[config.mk]
export PLATFORM = sky130hd
export DESIGN_NAME = mwr_cell
export DESIGN_NICKNAME = d
export VERILOG_FILES = /design/src/hw/rtl/mwr_pkg.sv /design/src/hw/rtl/mwr_cell.sv
export SDC_FILE = /design/constraint.sdc
export NUM_CORES = 1
export LEC_CHECK = 0
export BUFFER_PORTS_ARGS = -buffer_cell sky130_fd_sc_hd__clkbuf_2
export CAP_MARGIN = 20
export CORE_UTILIZATION = 49
export DETAILED_ROUTE_END_ITERATION = 8
export GPL_TIMING_DRIVEN = 0
export HOLD_SLACK_MARGIN = 0.03
export PLACE_DENSITY = 0.91
export SLEW_MARGIN = 40
export SYNTH_ARGS = -nofsm -noshare
export SYNTH_HDL_FRONTEND = slang
export SYNTH_SLANG_ARGS = --single-unit
export TNS_END_PERCENT = 100
[constraint.sdc]
create_clock -name clock -period 3.98 [get_ports clock]
set_input_delay 0.199 -clock clock [delete_from_list [all_inputs] [get_ports clock]]
set_output_delay 0.199 -clock clock [all_outputs]
set_load 0.05 [all_outputs]
[src/hw/rtl/mwr_pkg.sv]
`timescale 1ns / 1ps

package mwr_pkg;

   // default map side
   localparam int GRID_SIDE_DEF = 16;

   // wall codes
   localparam logic [1:0] W_UNKNOWN = 2'd0;
   localparam logic [1:0] W_OPEN    = 2'd1;
   localparam logic [1:0] W_WALL    = 2'd2;

   // side codes
   localparam logic [1:0] SIDE_UP    = 2'd0;
   localparam logic [1:0] SIDE_DOWN  = 2'd1;
   localparam logic [1:0] SIDE_LEFT  = 2'd2;
   localparam logic [1:0] SIDE_RIGHT = 2'd3;

   // item functions
   localparam logic FUNC_WRITE = 1'b0;
   localparam logic FUNC_QUERY = 1'b1;

   typedef struct packed {
      logic       func;
      logic [3:0] cell_x;
      logic [3:0] cell_y;
      logic [1:0] wall_side;
      logic [1:0] wall_value;
   } req_type;

   typedef struct packed {
      logic       cell_reachable;
      logic [7:0] cell_walls;
      logic       goal_found;
      logic [3:0] goal_x;
      logic [3:0] goal_y;
      logic       maze_complete;
   } rsp_type;

   // broadcast command to every cell
   typedef struct packed {
      logic       wr_en;
      logic [3:0] cell_x;
      logic [3:0] cell_y;
      logic [1:0] wall_side;
      logic [1:0] wall_value;
      logic       flood_start;
      logic       flood_step;
   } mwr_cmd_type;

   // per-cell status back to the controller
   typedef struct packed {
      logic sel;
      logic diff;
      logic grow;
      logic bad;
      logic hit;
      logic reach;
   } mwr_stat_type;

endpackage

[src/hw/rtl/mwr_cell.sv]
`timescale 1ns / 1ps

module mwr_cell #(
   parameter int GRID = mwr_pkg::GRID_SIDE_DEF,
   parameter int IX   = 0,
   parameter int IY   = 0
) (
   input  logic                 clock,
   input  logic                 reset,
   input  mwr_pkg::mwr_cmd_type cmd,
   input  logic [3:0]           push_in,
   input  logic                 diag_in,
   output logic [3:0]           push_out,
   output logic                 diag_out,
   output logic [7:0]           walls,
   output mwr_pkg::mwr_stat_type stat
);

   localparam logic [1:0] R_UP    = (IY == GRID - 1) ? mwr_pkg::W_WALL : mwr_pkg::W_UNKNOWN;
   localparam logic [1:0] R_DOWN  = (IY == 0) ? mwr_pkg::W_WALL : mwr_pkg::W_UNKNOWN;
   localparam logic [1:0] R_LEFT  = (IX == 0) ? mwr_pkg::W_WALL : mwr_pkg::W_UNKNOWN;
   localparam logic [1:0] R_RIGHT = (IX == GRID - 1) ? mwr_pkg::W_WALL : mwr_pkg::W_UNKNOWN;
   localparam logic [7:0] RESET_WALLS = {R_RIGHT, R_LEFT, R_DOWN, R_UP};
   localparam logic [3:0] HAS_N = {IX < GRID - 1, IX > 0, IY > 0, IY < GRID - 1};
   localparam logic       IS_START = (IX == 0) && (IY == 0);

   logic [7:0] walls_ff, walls_in;
   logic       reach_ff, reach_in;
   logic       addr, nb, hit_wr;
   logic [1:0] sel_side;
   logic [1:0] cur;
   int         cx, cy;

   // decode role of this cell in a wall write
   always_comb begin
      cx = int'(cmd.cell_x);
      cy = int'(cmd.cell_y);
      addr = (cx == IX) && (cy == IY);
      case (cmd.wall_side)
         mwr_pkg::SIDE_UP:    nb = (cx == IX) && (cy + 1 == IY);
         mwr_pkg::SIDE_DOWN:  nb = (cx == IX) && (cy == IY + 1);
         mwr_pkg::SIDE_LEFT:  nb = (cx == IX + 1) && (cy == IY);
         mwr_pkg::SIDE_RIGHT: nb = (cx + 1 == IX) && (cy == IY);
         default:             nb = 1'b0;
      endcase
      sel_side = addr ? cmd.wall_side : (cmd.wall_side ^ 2'd1);
      hit_wr   = cmd.wr_en && (addr || nb);
      cur      = walls_ff[{sel_side, 1'b0} +: 2];
   end

   // update walls and reach
   always_comb begin
      walls_in = walls_ff;
      if (hit_wr) begin
         walls_in[{sel_side, 1'b0} +: 2] = cmd.wall_value;
      end
      reach_in = reach_ff;
      if (cmd.flood_start) begin
         reach_in = IS_START;
      end else if (cmd.flood_step) begin
         reach_in = reach_ff | (|push_in);
      end
   end

   always_ff @(posedge clock) begin
      if (reset) begin
         walls_ff <= RESET_WALLS;
         reach_ff <= 1'b0;
      end else begin
         walls_ff <= walls_in;
         reach_ff <= reach_in;
      end
   end

   // hand reach and goal corner flags to neighbors
   always_comb begin
      for (int s = 0; s < 4; s++) begin
         push_out[s] = reach_ff && HAS_N[s] && (walls_ff[2*s +: 2] == mwr_pkg::W_OPEN);
      end
      diag_out = (walls_ff[3:2] == mwr_pkg::W_OPEN) && (walls_ff[5:4] == mwr_pkg::W_OPEN);
      walls    = walls_ff;
      stat.sel   = addr;
      stat.diff  = hit_wr && (cur != cmd.wall_value);
      stat.grow  = cmd.flood_step && !reach_ff && (|push_in);
      stat.bad   = reach_ff && ((walls_ff[1:0] == mwr_pkg::W_UNKNOWN) ||
                                (walls_ff[3:2] == mwr_pkg::W_UNKNOWN) ||
                                (walls_ff[5:4] == mwr_pkg::W_UNKNOWN) ||
                                (walls_ff[7:6] == mwr_pkg::W_UNKNOWN));
      stat.hit   = (walls_ff[1:0] == mwr_pkg::W_OPEN) &&
                   (walls_ff[7:6] == mwr_pkg::W_OPEN) && diag_in;
      stat.reach = reach_ff;
   end

endmodule

==> impl_metrics.env, run 1 <==
export IMPL_fmax_ghz=0.416
export IMPL_clock_path_buffers=2
export IMPL_dr_pass1_iters=6
export IMPL_synth_cells=117
export IMPL_critPathMaxFanout=7
export IMPL_cts_setup_buffers=0
export IMPL_maxCapViolCount=0
export IMPL_io_buffers=37
export IMPL_setup_violations=0
export IMPL_rows=14
export IMPL_syn2layout_area_growth_pct=29.2
export IMPL_p_leak_nw=0.467
export IMPL_grt_pass1_wl_mm=3.89
export IMPL_relSlewSlack_pct=64.4
export IMPL_fin_hold_ws_ps=206
export IMPL_grt_max_degree=11
export IMPL_final_antenna_net_count=0
export IMPL_setup_tns_ps=0
export IMPL_synth_edf_count=0
export IMPL_ys_warn_count=0
export IMPL_n_antenna_cell=0
export IMPL_netlist_area_um2=850
export IMPL_grt_overflow=0
export IMPL_start_kind="input pin"
export IMPL_layout_common_cells="38 x clkbuf_2, 11 x o21ai_0, 10 x nand4_1"
export IMPL_critPathCaptureType="register"
export IMPL_first_iter_violations=41
export IMPL_drcViolationCount=1
export IMPL_clk_pin_slew_worst_paths_ps=50
export IMPL_violations="DRC"
export IMPL_cts_root_buf="clkbuf_4"
export IMPL_core_area_um2=1560
export IMPL_cts_resized=0
export IMPL_clock_latency_ps=250
export IMPL_initial_core_util_pct=54.5
export IMPL_avgViaCountPerCell=6.17
export IMPL_ys_ff_latch=9
export IMPL_hold_class="in2reg"
export IMPL_dieArea_um2=1900
export IMPL_drive_gt1_share_pct=32.7
export IMPL_dp_hpwl_mm=1.93
export IMPL_dieHeight_um=43.6
export IMPL_antenna_found_initial=0
export IMPL_grt_pass1_vias=939
export IMPL_vdd_drop_max_v=0.000204
export IMPL_clock_skew_ps=0
export IMPL_cts_buffers=3
export IMPL_cts_tree="done"
export IMPL_gp_congestion=0.900
export IMPL_power_density_nw_per_um2=204
export IMPL_fin_crit_ps=2400
export IMPL_synthArstFlopShare_pct=0
export IMPL_ys_flop_type="dfxtp_1"
export IMPL_synth_cell_types=37
export IMPL_io_pins=41
export IMPL_syn_area_per_cell_um2=7.26
export IMPL_final_common_cell="clkbuf_2"
export IMPL_tightest_slew_ps=529
export IMPL_nets=187
export IMPL_track_usage_pct=26.7
export IMPL_postPlaceCellArea_um2=1060
export IMPL_hold_viol=0
export IMPL_vias=1080
export IMPL_ys_seq_area_share_pct=21.2
export IMPL_clkSinkCount=9
export IMPL_status="finished with violations"
export IMPL_critical_path_class="in2reg"
export IMPL_hold_buffers=0
export IMPL_die_x_um=43.6
export IMPL_wl_per_cell_um=14.0
export IMPL_rrSetupSlack_ps=3180
export IMPL_rsz0062_at_grt="false"
export IMPL_worstPathArrival_ps=2590
export IMPL_maxSlewViolCount=0
export IMPL_period_share_pct=60.3
export IMPL_routed_wl_mm=2.45
export IMPL_required_ps=4170
export IMPL_postLayoutCellArea_um2=1100
export IMPL_cts_htree_levels=1
==> sequential cells by signal, summed over array words and instances (netlist names) <==
| signal | flops |
|---|---|
| reach_ff | 1 |
| walls | 8 |
==> worst paths after layout <==
check / from / end / depth (start not counted)
setup reg to reg: walls[1] / walls[1] / 2
hold reg to reg: walls[2] / walls[2] / 2
setup / recovery: cmd[11] / walls[2] / 9
hold / removal: cmd[1] / reach_ff / 3
==> stage by stage <==
step / utilization [%] / instances / power (mW) / worst slack (ps)
finish: 70.4 / 175 / 0.224 / 1580
global route: 70.4 / 175 / 0.234 / 1360
CTS: 69.6 / 175 / 0.224 / 1350
detailed placement: 67.9 / 171 / 0.154 / 1090
global placement: 67.9 / 171 / 0.151 / 1260
floorplan: - / 118 / 0.134 / 1510
==> per-layer routing <==
| layer | global-route usage, % | vias to the layer above | share of wire [%] |
|---|---|---|---|
| li1 | - | 518 | - |
| met5 | 0 | - | 0 |
| met4 | 11.3 | 0 | 1.1 |
| met1 | 33.2 | 508 | 42 |
| met2 | 45.4 | 50 | 51 |
| met3 | 4.17 | 4 | 5.6 |
==> critical path: stages <==
cell and delay (ps):
clkbuf_2 90, nor4_2 520, a21boi_0 300, nor2_1 360, inv_1 210, ha_1 290
nor3_1 280, nand4_1 170, a21oi_1 180
==> cell families after synthesis <==
kind of cell             share of synthesized area, %
flip-flops                                       21.2
adder cells (fa/ha/maj)                          7.36
AO/OA/AOI/OAI                                    23.7
other                                           0.441
AND/OR/NAND/NOR                                  38.1
buffers and inverters                            9.13
==> where the power goes <==
part / internal [mW] / total, mW / switching (mW)
registers: 0.0908 / 0.0919 / 0.00103
clock network: 0.0386 / 0.0702 / 0.0316
logic: 0.0223 / 0.0621 / 0.0398
==> area by class of cell <==
cell class	instances	area, um^2
flip-flops and latches	9	180
multi-input cells	93	608
clock buffers	4	26.3
inverters	7	26.3
fillers	143	462
well taps	16	20.0
plain buffers	9	51.3
repair buffers	37	185
==> cell usage after synthesis (all sizes together) (2+ instances only) <==
cell | instances | area share [%]
a211oi | 2 | 1.8
a21o | 2 | 1.9
a21oi | 8 | 4.7
and2 | 2 | 1.5
and3b | 2 | 2.1
buf | 5 | 4.1
clkbuf | 4 | 1.9
dfxtp | 9 | 21
ha | 5 | 7.4
inv | 7 | 3.1
nand2 | 4 | 1.8
nand3 | 5 | 2.9
nand3b | 3 | 2.7
nand4 | 10 | 7.4
nor2 | 7 | 3.1
nor2b | 2 | 1.5
nor3 | 5 | 3.5
nor3b | 4 | 3.5
nor4 | 2 | 1.5
o21ai | 11 | 6.5
o22ai | 3 | 2.2
or3 | 4 | 3.1
or4 | 2 | 1.8
Note: power is estimated with default switching activity, not from simulation.
==> run 2: changes to the inputs <==
--- a/config.mk
+++ b/config.mk
@@ -7,11 +7,11 @@
 export LEC_CHECK = 0
 export BUFFER_PORTS_ARGS = -buffer_cell sky130_fd_sc_hd__clkbuf_2
 export CAP_MARGIN = 20
-export CORE_UTILIZATION = 49
+export CORE_UTILIZATION = 41
 export DETAILED_ROUTE_END_ITERATION = 8
 export GPL_TIMING_DRIVEN = 0
 export HOLD_SLACK_MARGIN = 0.03
-export PLACE_DENSITY = 0.91
+export PLACE_DENSITY = 0.82
 export SLEW_MARGIN = 40
 export SYNTH_ARGS = -nofsm -noshare
 export SYNTH_HDL_FRONTEND = slang
==> constraint.sdc (replaced) <==
create_clock -name clock -period 2 [get_ports clock]
set_input_delay 0.1 -clock clock [delete_from_list [all_inputs] [get_ports clock]]
set_output_delay 0.1 -clock clock [all_outputs]
set_load 0.05 [all_outputs]
==> run 2 against run 1 <==
  * The run ends with setup timing left
  * Count of clock-buffer cells in the layout unchanged
  * Total power increased by 110%
  * Die area increased by 19%
  * Combinational power increased by 140%
  * Hold slack got worse by 90 ps
  * Sequential share of layout area decreased by 2.0 points
  * Flip-flop and latch count unchanged
  * Sequential power increased by 99%
  * Clock power increased by 91%
  * Worst setup slack got worse by 1600 ps
  * Design area increased by 15%
  * Critical endpoint is now stat[4]
  * Largest power group unchanged
  * Highest routed layer unchanged
==> impl_metrics.env, run 2 (synthesized netlist as in run 1, its figures left out) <==
export IMPL_pwr_share_clk_pct=28.8
export IMPL_p_sw_share_pct=32.1
export IMPL_postLayoutCellArea_um2=1260
export IMPL_pwr_share_comb_pct=31.9
export IMPL_grt_pass1_wl_mm=3.93
export IMPL_antenna_found_initial=0
export IMPL_place_ws_ps=-471
export IMPL_setup_violations=1
export IMPL_fmax_ghz=0.492
export IMPL_fin_crit_ps=2030
export IMPL_io_buffers=37
export IMPL_first_iter_violations=17
export IMPL_syn2layout_area_growth_pct=48.6
export IMPL_clkSinkCount=9
export IMPL_postPlaceCellArea_um2=1110
export IMPL_n_antenna_cell=0
export IMPL_start_kind="input pin"
export IMPL_layout_common_cells="33 x clkbuf_2, 10 x nand4_1, 10 x buf_4"
export IMPL_dp_hpwl_mm=1.99
export IMPL_hold_viol=0
export IMPL_critical_path_class="in2out"
export IMPL_vdd_drop_max_v=0.000357
export IMPL_avgViaCountPerCell=5.72
export IMPL_routed_wl_mm=2.67
export IMPL_clk_pin_slew_worst_paths_ps=50
export IMPL_wl_per_cell_um=14.1
export IMPL_p_sw_mw=0.149
export IMPL_final_common_cell="clkbuf_2"
export IMPL_status="finished with violations"
export IMPL_clock_latency_ps=250
export IMPL_drcViolationCount=0
export IMPL_required_ps=1900
export IMPL_seqPwrFrac_pct=39.3
export IMPL_violations="setup timing"
export IMPL_p_int_mw=0.316
export IMPL_worstPathArrival_ps=1930
export IMPL_dieArea_um2=2260
export IMPL_cts_root_buf="clkbuf_4"
export IMPL_n_fill_cell=189
export IMPL_maxSlewViolCount=0
export IMPL_cts_buffers=3
export IMPL_rsz0062_at_grt="true"
export IMPL_rows=16
export IMPL_die_x_um=47.5
export IMPL_maxCapViolCount=0
export IMPL_cts_tree="done"
export IMPL_hold_class="in2reg"
export IMPL_period_share_pct=102
export IMPL_p_leak_nw=0.519
export IMPL_io_pins=41
export IMPL_gp_congestion=0.870
export IMPL_core_area_um2=1960
export IMPL_critPathCaptureType="output port"
export IMPL_track_usage_pct=24.7
export IMPL_clock_skew_ps=0
export IMPL_largest_reg_flops=8
export IMPL_setup_ws_ps=-33.7
export IMPL_dr_pass1_iters=4
export IMPL_grt_max_degree=11
export IMPL_drive_gt1_share_pct=42.6
export IMPL_grt_overflow=0
export IMPL_cts_htree_levels=1
export IMPL_clock_path_buffers=2
export IMPL_critPathMaxFanout=6
export IMPL_initial_core_util_pct=43.3
export IMPL_nets=190
export IMPL_vias=1082
export IMPL_grt_pass1_vias=916
export IMPL_final_antenna_net_count=0
export IMPL_dieHeight_um=47.5
export IMPL_power_density_nw_per_um2=369
-- run 2: cell types whose count changed in the layout (fill, tap and decap cells not counted), sizes merged --
cell    before  now
buf          5   13
clkbuf      45   40
-- run 2: per-stage QoR --
step	util (%)	instances	power [mW]	TNS, ps	hold slack [ps]
after floorplan	-	118	0.268	0	267
after detailed placement	56.4	182	0.311	-3690	377
after CTS	62.1	187	0.460	-60.2	110
after global placement	56.4	182	0.305	-2680	363
after global routing	64.3	189	0.500	-53.1	128
final	64.3	189	0.465	-33.7	116
-- run 2: what timing repair did --
action	CTS	global route
hold buffers	0	0
gates resized for setup	17	14
pin swaps	7	9
setup buffers	2	3
setup endpoints to repair	9	8
cloned	0	0
-- run 2: final timing paths --
check,start,to,slack (ps),cells after the start
max,cmd[11],stat[4],-30,7
max reg2reg,walls[1],walls[1],1220,2
min,cmd[0],reach_ff,120,3
min reg2reg,walls[0],walls[0],550,2
-- run 2: cell type report --
class	instances	area [um^2]	share of cell area, %
Multi-Input combinational cell	93	696	55.1
Timing Repair Buffer	42	256	20.3
Sequential cell	9	181	14.4
Buffer	7	42.5	3.37
Tap cell	27	33.8	2.68
Clock buffer	4	26.3	2.08
Inverter	7	26.3	2.08
-- run 2: worst max-delay path: stages --
cell and delay [ps]:
buf_6 100, or4_4 590, o221ai_2 220, nand3_2 100, or3_4 410, a41oi_4 230
buf_8 170
-- run 2: power groups by stage --
stage	logic, mW	registers, mW	clock network (mW)
after floorplan	0.0818	0.186	0
after global placement	0.119	0.187	0
after detailed placement	0.124	0.187	0
after CTS	0.138	0.183	0.139
after global routing	0.160	0.183	0.157
final	0.148	0.183	0.134
-- run 2: routing by layer --
metal | vias up | wire length (um) | global-route usage [%]
met5 | - | 0 | 0
met4 | 0 | 12 | 6.86
met3 | 2 | 144 | 4.53
met2 | 44 | 1410 | 43.3
met1 | 508 | 1100 | 30.6
li1 | 528 | - | -
